===== config.mk =====
export PLATFORM = sky130hd
export DESIGN_NAME = drive_safety_gate_and_motor_mix_top
export DESIGN_NICKNAME = d
export VERILOG_FILES = /design/src/rtl/dsg_pkg.sv /design/src/rtl/dsg_mix.sv /design/src/rtl/drive_safety_gate_and_motor_mix_top.sv
export SDC_FILE = /design/constraint.sdc
export NUM_CORES = 1
export LEC_CHECK = 0
export ABC_CLOCK_PERIOD_IN_PS = 7450
export BUFFER_PORTS_ARGS = -buffer_cell sky130_fd_sc_hd__buf_2
export CORE_MARGIN = 4
export CORE_UTILIZATION = 55
export DETAILED_ROUTE_END_ITERATION = 8
export PLACE_DENSITY = 0.75
export SKIP_CTS_REPAIR_TIMING = 1
export SKIP_LAST_GASP = 1
export SYNTH_ARGS = -nofsm -noshare
export SYNTH_HDL_FRONTEND = slang
export SYNTH_HIERARCHICAL = 1
export SYNTH_SLANG_ARGS = --single-unit

===== constraint.sdc =====
create_clock -name i_clk -period 7.45 [get_ports i_clk]
set_input_delay 1.8625 -clock i_clk [delete_from_list [all_inputs] [get_ports i_clk]]
set_output_delay 1.8625 -clock i_clk [all_outputs]
set_load 0.005 [all_outputs]

===== src/rtl/dsg_pkg.sv =====
// Shared types and constants for the drive safety gate and motor mix block.
`default_nettype none
package dsg_pkg;

    typedef enum logic [1:0] {
        OP_DRIVE     = 2'd0,
        OP_KEEPALIVE = 2'd1,
        OP_TICK      = 2'd2,
        OP_UNUSED    = 2'd3
    } t_op;

    typedef enum logic {
        CFG_DEADMAN = 1'b0,
        CFG_CUTOFF  = 1'b1
    } t_cfg_idx;

    localparam int unsigned DEADMAN_W = 16;
    localparam int unsigned MV_W      = 13;
    localparam int unsigned PCT_W     = 8;
    localparam int unsigned CHARGE_W  = 7;

    localparam logic [DEADMAN_W-1:0] DEADMAN_RESET = 16'd500;
    localparam logic [MV_W-1:0]      CUTOFF_RESET  = 13'd3200;

endpackage
`default_nettype wire


===== src/rtl/dsg_mix.sv =====
// X mix with clamping of the four motors, and battery charge percent.
`default_nettype none
module dsg_mix (
    input  wire logic signed [dsg_pkg::PCT_W-1:0]  i_fwd,
    input  wire logic signed [dsg_pkg::PCT_W-1:0]  i_lat,
    input  wire logic signed [dsg_pkg::PCT_W-1:0]  i_rot,
    input  wire logic [dsg_pkg::MV_W-1:0]          i_battery_mv,
    output logic signed [dsg_pkg::PCT_W-1:0]       o_motor_a,
    output logic signed [dsg_pkg::PCT_W-1:0]       o_motor_b,
    output logic signed [dsg_pkg::PCT_W-1:0]       o_motor_c,
    output logic signed [dsg_pkg::PCT_W-1:0]       o_motor_d,
    output logic [dsg_pkg::CHARGE_W-1:0]           o_charge_pct
);
    import dsg_pkg::*;

    localparam int SUM_W = PCT_W + 2;
    localparam logic signed [SUM_W-1:0] LIMIT_P = 10'sd100;
    localparam logic signed [SUM_W-1:0] LIMIT_N = -10'sd100;
    localparam logic [MV_W-1:0] EMPTY_MV = 13'd3300;
    localparam logic [MV_W-1:0] SPAN_MV  = 13'd850;
    // floor(d*100/850) = floor(2d/17); 2/17 ~ 7712 / 2^16, exact for d < 850
    localparam logic [13:0] RECIP = 14'd7712;

    function automatic logic signed [PCT_W-1:0] clamp_pct(input logic signed [SUM_W-1:0] v);
        logic signed [SUM_W-1:0] c;
        begin
            c = v;
            if (v > LIMIT_P) c = LIMIT_P;
            if (v < LIMIT_N) c = LIMIT_N;
            clamp_pct = c[PCT_W-1:0];
        end
    endfunction

    logic signed [SUM_W-1:0] f, l, r;
    logic [MV_W-1:0]         d;
    logic [23:0]             prod;

    assign f = {{2{i_fwd[PCT_W-1]}}, i_fwd};
    assign l = {{2{i_lat[PCT_W-1]}}, i_lat};
    assign r = {{2{i_rot[PCT_W-1]}}, i_rot};

    assign o_motor_a = clamp_pct(f + l + r);
    assign o_motor_b = clamp_pct(f - l - r);
    assign o_motor_c = clamp_pct(f - l + r);
    assign o_motor_d = clamp_pct(f + l - r);

    assign d    = i_battery_mv - EMPTY_MV;
    assign prod = {14'd0, d[9:0]} * {10'd0, RECIP};

    always_comb begin
        if (i_battery_mv <= EMPTY_MV) begin
            o_charge_pct = '0;
        end else if (d >= SPAN_MV) begin
            o_charge_pct = 7'd100;
        end else begin
            o_charge_pct = prod[22:16];
        end
    end

endmodule
`default_nettype wire


===== src/rtl/drive_safety_gate_and_motor_mix_top.sv =====
// Top level: drive safety gate with deadman, battery cutoff and four-motor X mix.
// A tick beat is taken into the input register, and its result is then loaded into the result register.
// Throughput: one beat per cycle; drive, keepalive and unused beats give no result.
// A tick waits in the input register only while the result register is full and stalled.
// Reset (synchronous, active low) clears valids, stored commands and command time,
// and loads the register defaults (deadman 500 ms, cutoff 3200 mV).
`default_nettype none
module drive_safety_gate_and_motor_mix_top (
    input  wire logic        i_clk,
    input  wire logic        i_rst_n,
    input  wire logic        i_cfg_we,
    input  wire logic        i_cfg_idx,
    input  wire logic [15:0] i_cfg_data,
    input  wire logic        s_axis_tvalid,
    output logic             s_axis_tready,
    // tdata: time_ms[31:0], fwd_pct[39:32], lat_pct[47:40], rot_pct[55:48],
    //        battery_mv[68:56], usb_present[69], fault_pending[70], pad[71]
    input  wire logic [71:0] s_axis_tdata,
    // tuser: operation[1:0]
    input  wire logic [1:0]  s_axis_tuser,
    output logic             m_axis_tvalid,
    input  wire logic        m_axis_tready,
    // tdata: motor_a[7:0], motor_b[15:8], motor_c[23:16], motor_d[31:24],
    //        clear_faults[32], deadman_tripped[33], cutoff_active[34],
    //        charge_pct[41:35], pad[47:42]
    output logic [47:0]      m_axis_tdata
);
    import dsg_pkg::*;

    // config
    logic [DEADMAN_W-1:0] r_deadman;
    logic [MV_W-1:0]      r_cutoff;

    // input register
    logic        r_s1_valid;
    t_op         r_s1_op;
    logic [71:0] r_s1_data;

    // state
    logic signed [PCT_W-1:0] r_fwd, r_lat, r_rot;
    logic [31:0]             r_cmd_time;

    // result register
    logic        r_out_valid;
    logic [47:0] r_out_data;

    logic [31:0]             s1_time;
    logic signed [PCT_W-1:0] s1_fwd, s1_lat, s1_rot;
    logic [MV_W-1:0]         s1_mv;
    logic                    s1_usb, s1_fault;
    logic                    is_tick, out_free, s1_go;
    logic [31:0]             age;
    logic                    any_nz, trip, cut;
    logic signed [PCT_W-1:0] mix_f, mix_l, mix_r;
    logic signed [PCT_W-1:0] mot_a, mot_b, mot_c, mot_d;
    logic [CHARGE_W-1:0]     charge;

    assign s1_time  = r_s1_data[31:0];
    assign s1_fwd   = r_s1_data[39:32];
    assign s1_lat   = r_s1_data[47:40];
    assign s1_rot   = r_s1_data[55:48];
    assign s1_mv    = r_s1_data[68:56];
    assign s1_usb   = r_s1_data[69];
    assign s1_fault = r_s1_data[70];

    assign is_tick  = (r_s1_op == OP_TICK);
    assign out_free = !r_out_valid || m_axis_tready;
    assign s1_go    = r_s1_valid && (!is_tick || out_free);
    assign s_axis_tready = !r_s1_valid || s1_go;

    assign age    = s1_time - r_cmd_time;
    assign any_nz = (r_fwd != '0) || (r_lat != '0) || (r_rot != '0);
    assign trip   = (age > {16'd0, r_deadman}) && any_nz;
    assign cut    = (s1_mv < r_cutoff) && !s1_usb;

    // deadman clears and cutoff zeroes both give an all-zero mix
    assign mix_f = (trip || cut) ? '0 : r_fwd;
    assign mix_l = (trip || cut) ? '0 : r_lat;
    assign mix_r = (trip || cut) ? '0 : r_rot;

    dsg_mix u_mix (
        .i_fwd        (mix_f),
        .i_lat        (mix_l),
        .i_rot        (mix_r),
        .i_battery_mv (s1_mv),
        .o_motor_a    (mot_a),
        .o_motor_b    (mot_b),
        .o_motor_c    (mot_c),
        .o_motor_d    (mot_d),
        .o_charge_pct (charge)
    );

    always_ff @(posedge i_clk) begin
        if (!i_rst_n) begin
            r_deadman <= DEADMAN_RESET;
            r_cutoff  <= CUTOFF_RESET;
        end else if (i_cfg_we) begin
            case (t_cfg_idx'(i_cfg_idx))
                CFG_DEADMAN: r_deadman <= i_cfg_data;
                CFG_CUTOFF:  r_cutoff  <= i_cfg_data[MV_W-1:0];
                default:     r_cutoff  <= r_cutoff;
            endcase
        end
    end

    always_ff @(posedge i_clk) begin
        if (!i_rst_n) begin
            r_s1_valid <= 1'b0;
        end else if (s_axis_tready) begin
            r_s1_valid <= s_axis_tvalid;
        end
    end

    always_ff @(posedge i_clk) begin
        if (s_axis_tready && s_axis_tvalid) begin
            r_s1_op   <= t_op'(s_axis_tuser);
            r_s1_data <= s_axis_tdata;
        end
    end

    always_ff @(posedge i_clk) begin
        if (!i_rst_n) begin
            r_fwd      <= '0;
            r_lat      <= '0;
            r_rot      <= '0;
            r_cmd_time <= '0;
        end else if (s1_go) begin
            case (r_s1_op)
                OP_DRIVE: begin
                    r_fwd      <= s1_fwd;
                    r_lat      <= s1_lat;
                    r_rot      <= s1_rot;
                    r_cmd_time <= s1_time;
                end
                OP_KEEPALIVE: begin
                    r_cmd_time <= s1_time;
                end
                OP_TICK: begin
                    if (trip) begin
                        r_fwd <= '0;
                        r_lat <= '0;
                        r_rot <= '0;
                    end
                end
                default: begin
                    r_cmd_time <= r_cmd_time;
                end
            endcase
        end
    end

    always_ff @(posedge i_clk) begin
        if (!i_rst_n) begin
            r_out_valid <= 1'b0;
        end else if (out_free) begin
            r_out_valid <= s1_go && is_tick;
        end
    end

    always_ff @(posedge i_clk) begin
        if (s1_go && is_tick) begin
            r_out_data <= {6'd0, charge, cut, trip, s1_fault, mot_d, mot_c, mot_b, mot_a};
        end
    end

    assign m_axis_tvalid = r_out_valid;
    assign m_axis_tdata  = r_out_data;

`ifndef SYNTHESIS
    a_tick_gives_result: assert property (@(posedge i_clk) disable iff (!i_rst_n)
        (s1_go && is_tick) |=> m_axis_tvalid)
        else $error("accepted tick did not produce a result beat");

    a_trip_clears: assert property (@(posedge i_clk) disable iff (!i_rst_n)
        (s1_go && is_tick && trip) |=> (r_fwd == '0 && r_lat == '0 && r_rot == '0))
        else $error("deadman trip left stored commands");

    a_cutoff_zero: assert property (@(posedge i_clk) disable iff (!i_rst_n)
        (m_axis_tvalid && m_axis_tdata[34]) |-> (m_axis_tdata[31:0] == 32'd0))
        else $error("cutoff beat with nonzero motor duty");

    a_charge_range: assert property (@(posedge i_clk) disable iff (!i_rst_n)
        m_axis_tvalid |-> (m_axis_tdata[41:35] <= 7'd100))
        else $error("charge percent above 100");
`endif

endmodule
`default_nettype wire


==> impl_metrics.env <==
export IMPL_drive_above_1_share=0.2912
export IMPL_dp_slack_ns=-0.3382
export IMPL_netlist_top_cells_area="edfxtp_1 (23%), ha_1 (13%), dfxtp_1 (12%)"
export IMPL_die_y_um=173.4
export IMPL_worst_pin_slew_ns=1.158
export IMPL_switching_share=0.3356
export IMPL_die_x_um=173.4
export IMPL_finalCritPeriodShare=0.9969
export IMPL_start_util=0.5581
export IMPL_p_seq_frac=0.310
export IMPL_fin_total_pwr_uw=4170
export IMPL_ir_drop_v=0.0001956
export IMPL_final_cell_mix="buf_4 (199), inv_1 (170), nand2_1 (169), ha_1 (146), buf_2 (138)"
export IMPL_hold_slack_ns=0.4204
export IMPL_maxSlewViolCount=0
export IMPL_pwr_density_cell_mw_per_mm2=221.5
export IMPL_clkTransAtPathRegs_ns=0.07
export IMPL_drc=0
export IMPL_fillers=2070
export IMPL_final_nets=2197
export IMPL_hold_path_class="register to register"
export IMPL_leakage_uw=0.007955
export IMPL_dr_total_vias=12688
export IMPL_synth_cells=1622
export IMPL_ys_seq_area_frac=0.3454
export IMPL_slowest_stage="fa_2"
export IMPL_synth_top_area_frac=0.2296
export IMPL_syn_area_mm2=0.01504
export IMPL_critPathLaunchType="register"
export IMPL_tns_ns=0
export IMPL_synth_ff_latch_count=202
export IMPL_syn_avg_cell_area_um2=9.274
export IMPL_yosys_area_top_type="edfxtp_1"
export IMPL_critical_path_class="register to register"
export IMPL_fin_cells=2281
export IMPL_routedWlPerCell_um=15.73
export IMPL_numCtsBuffers=23
export IMPL_first_pass_iters=7
export IMPL_clockBufferDepth=3
export IMPL_clk_latency_ns=0.52
export IMPL_p_int_uw=2770
export IMPL_rsz0062_at_grt="true"
export IMPL_gp_congestion=0.9107
export IMPL_io_pins=146
export IMPL_cts_root_buffer="clkbuf_16"
export IMPL_critPathMaxFanout=4
export IMPL_final_common_cell="buf_4"
export IMPL_setup_viol_count_final=0
export IMPL_grt_max_degree=113
export IMPL_cts_tree="built"
export IMPL_dp_hpwl_mm=26.85
export IMPL_crit_arrival_ns=7.70
export IMPL_io_buffer_count=138
export IMPL_drv_cap=0
export IMPL_cp_slowest_stage_delay_ns=0.42
export IMPL_crit_path_frequent_cell="buf_4"
export IMPL_drt_iter0_drc=662
export IMPL_switchingPower_uw=1399
export IMPL_hold_violations=0
export IMPL_overflow=0
export IMPL_track_usage=0.2220
export IMPL_rows=60
export IMPL_status="finished, final reports clean"
export IMPL_endpoint_kind="register"
export IMPL_die_area_mm2=0.03006
export IMPL_area_growth_pct=25.15
export IMPL_required_ns=7.72
export IMPL_fmax_mhz=134.6
export IMPL_skew_ns=0.01202
export IMPL_cts_sinks=202
export IMPL_ant_nets=0
export IMPL_ys_types=98
export IMPL_power_frac_clock=0.271
export IMPL_grt_antenna_before_repair=3
export IMPL_synthFlopType="edfxtp_1"
export IMPL_min_period_ns=7.427
export IMPL_ys_warn_count=6
export IMPL_grt_pass1_wl_mm=57.08
export IMPL_h_tree_depth=1
export IMPL_viasPerCell=5.562
export IMPL_grt_pass1_vias=12092
export IMPL_synth_edf_count=115
export IMPL_slew_headroom=0.2262
export IMPL_combPwrFrac=0.419
export IMPL_wl_mm=35.88
export IMPL_dp_cells=2218
export IMPL_layout_setup_ws_ns=0.02279
export IMPL_core_mm2=0.02695
export IMPL_synth_async_reset_ratio=0
## path summary, 6_finish.rpt
path / endpoint / startpoint / cells past startpoint / slack (ns)
worst min register to register: m_axis_tdata[32] / r_s1_data[70] / 0 / 0.42
worst min-delay path: m_axis_tdata[32] / r_s1_data[70] / 0 / 0.42
worst max register to register: m_axis_tdata[2] / r_s1_data[0] / 41 / 0.02
worst max-delay path: m_axis_tdata[2] / r_s1_data[0] / 41 / 0.02
## logic make-up after synthesis
kind of cell / share of synthesized area
flops: 0.3454
buf+inv: 0.07095
mux: 0.006239
xor+xnor: 0.04350
fa+ha+maj: 0.1610
simple gates: 0.1420
compound gates: 0.2307
other cells: 0.0002493
## layout make-up
cell class                 count  area (um^2)  share of cell area
inverter                     179        674.4             0.03583
antenna                        3        7.507           0.0003988
sequential                   202         5195              0.2760
timing repair buffer         343         2252              0.1196
clock buffer                  34        689.4             0.03662
clock inverter                 8        78.83            0.004187
multi-input combinational   1171         9500              0.5047
tap                          341        426.7             0.02267
## synth_stat cells (all sizes together) (12+ instances only)
cell,number
buf,26
nor4,12
nor2b,22
nor2,67
o21ai,80
o211ai,20
and2,14
clkbuf,48
o21a,14
nor3,17
and3,19
ha,160
fa,21
a21boi,59
nand2,170
xor2,22
inv,179
dfxtp,87
xnor2,51
nand4,15
nand2b,24
a21oi,105
a21o,37
nand3,39
edfxtp,115
a211oi,35
a32oi,25
## metal layers
metal / GRT usage / routed length [um] / part of all wire / up-vias
met5: 0 / 0 / 0 / -
met4: 0.07316 / 1025 / 0.029 / 0
met3: 0.02835 / 1322 / 0.037 / 70
met2: 0.3955 / 18130 / 0.51 / 255
met1: 0.2793 / 15400 / 0.43 / 5978
li1: - / - / - / 6385
## state kept, by name, indices dropped and copies added, names as in the netlist
register,flops
r_s1_data,71
m_axis_tdata,42
r_cmd_time,32
r_deadman,16
r_cutoff,13
r_fwd,8
r_lat,8
r_rot,8
r_s1_op,2
m_axis_tvalid,1
r_s1_valid,1
## power by group through the flow
stage / registers [uW] / clock network [uW] / logic [uW]
floorplan: 1310 / 0 / 1100
global placement: 1320 / 0 / 1520
detailed placement: 1320 / 0 / 1560
CTS: 1290 / 1150 / 1570
global route: 1300 / 1200 / 1950
finish: 1290 / 1130 / 1750
## worst max-delay path, delay by kind of cell, from the launching register on
| family | cells | cell delay (ns) |
|---|---|---|
| and+or+nand+nor | 7 | 1.04 |
| buffers and inverters | 9 | 1.20 |
| muxes | 1 | 0.13 |
| DFF | 1 | 0.34 |
| AOI/OAI and AO/OA | 17 | 2.83 |
| xor gates and xnor gates | 2 | 0.31 |
| adders and majority gates | 5 | 1.32 |
## per-stage QoR
stage          cell area [um^2]  utilization
2_1_floorplan             15060            -
3_3_place_gp              17230       0.6391
3_5_place_dp              17230       0.6391
4_1_cts                   17990       0.6676
5_1_grt                   18820       0.6985
6_report                  18820       0.6985
Note: power is estimated with default switching activity, not from simulation.
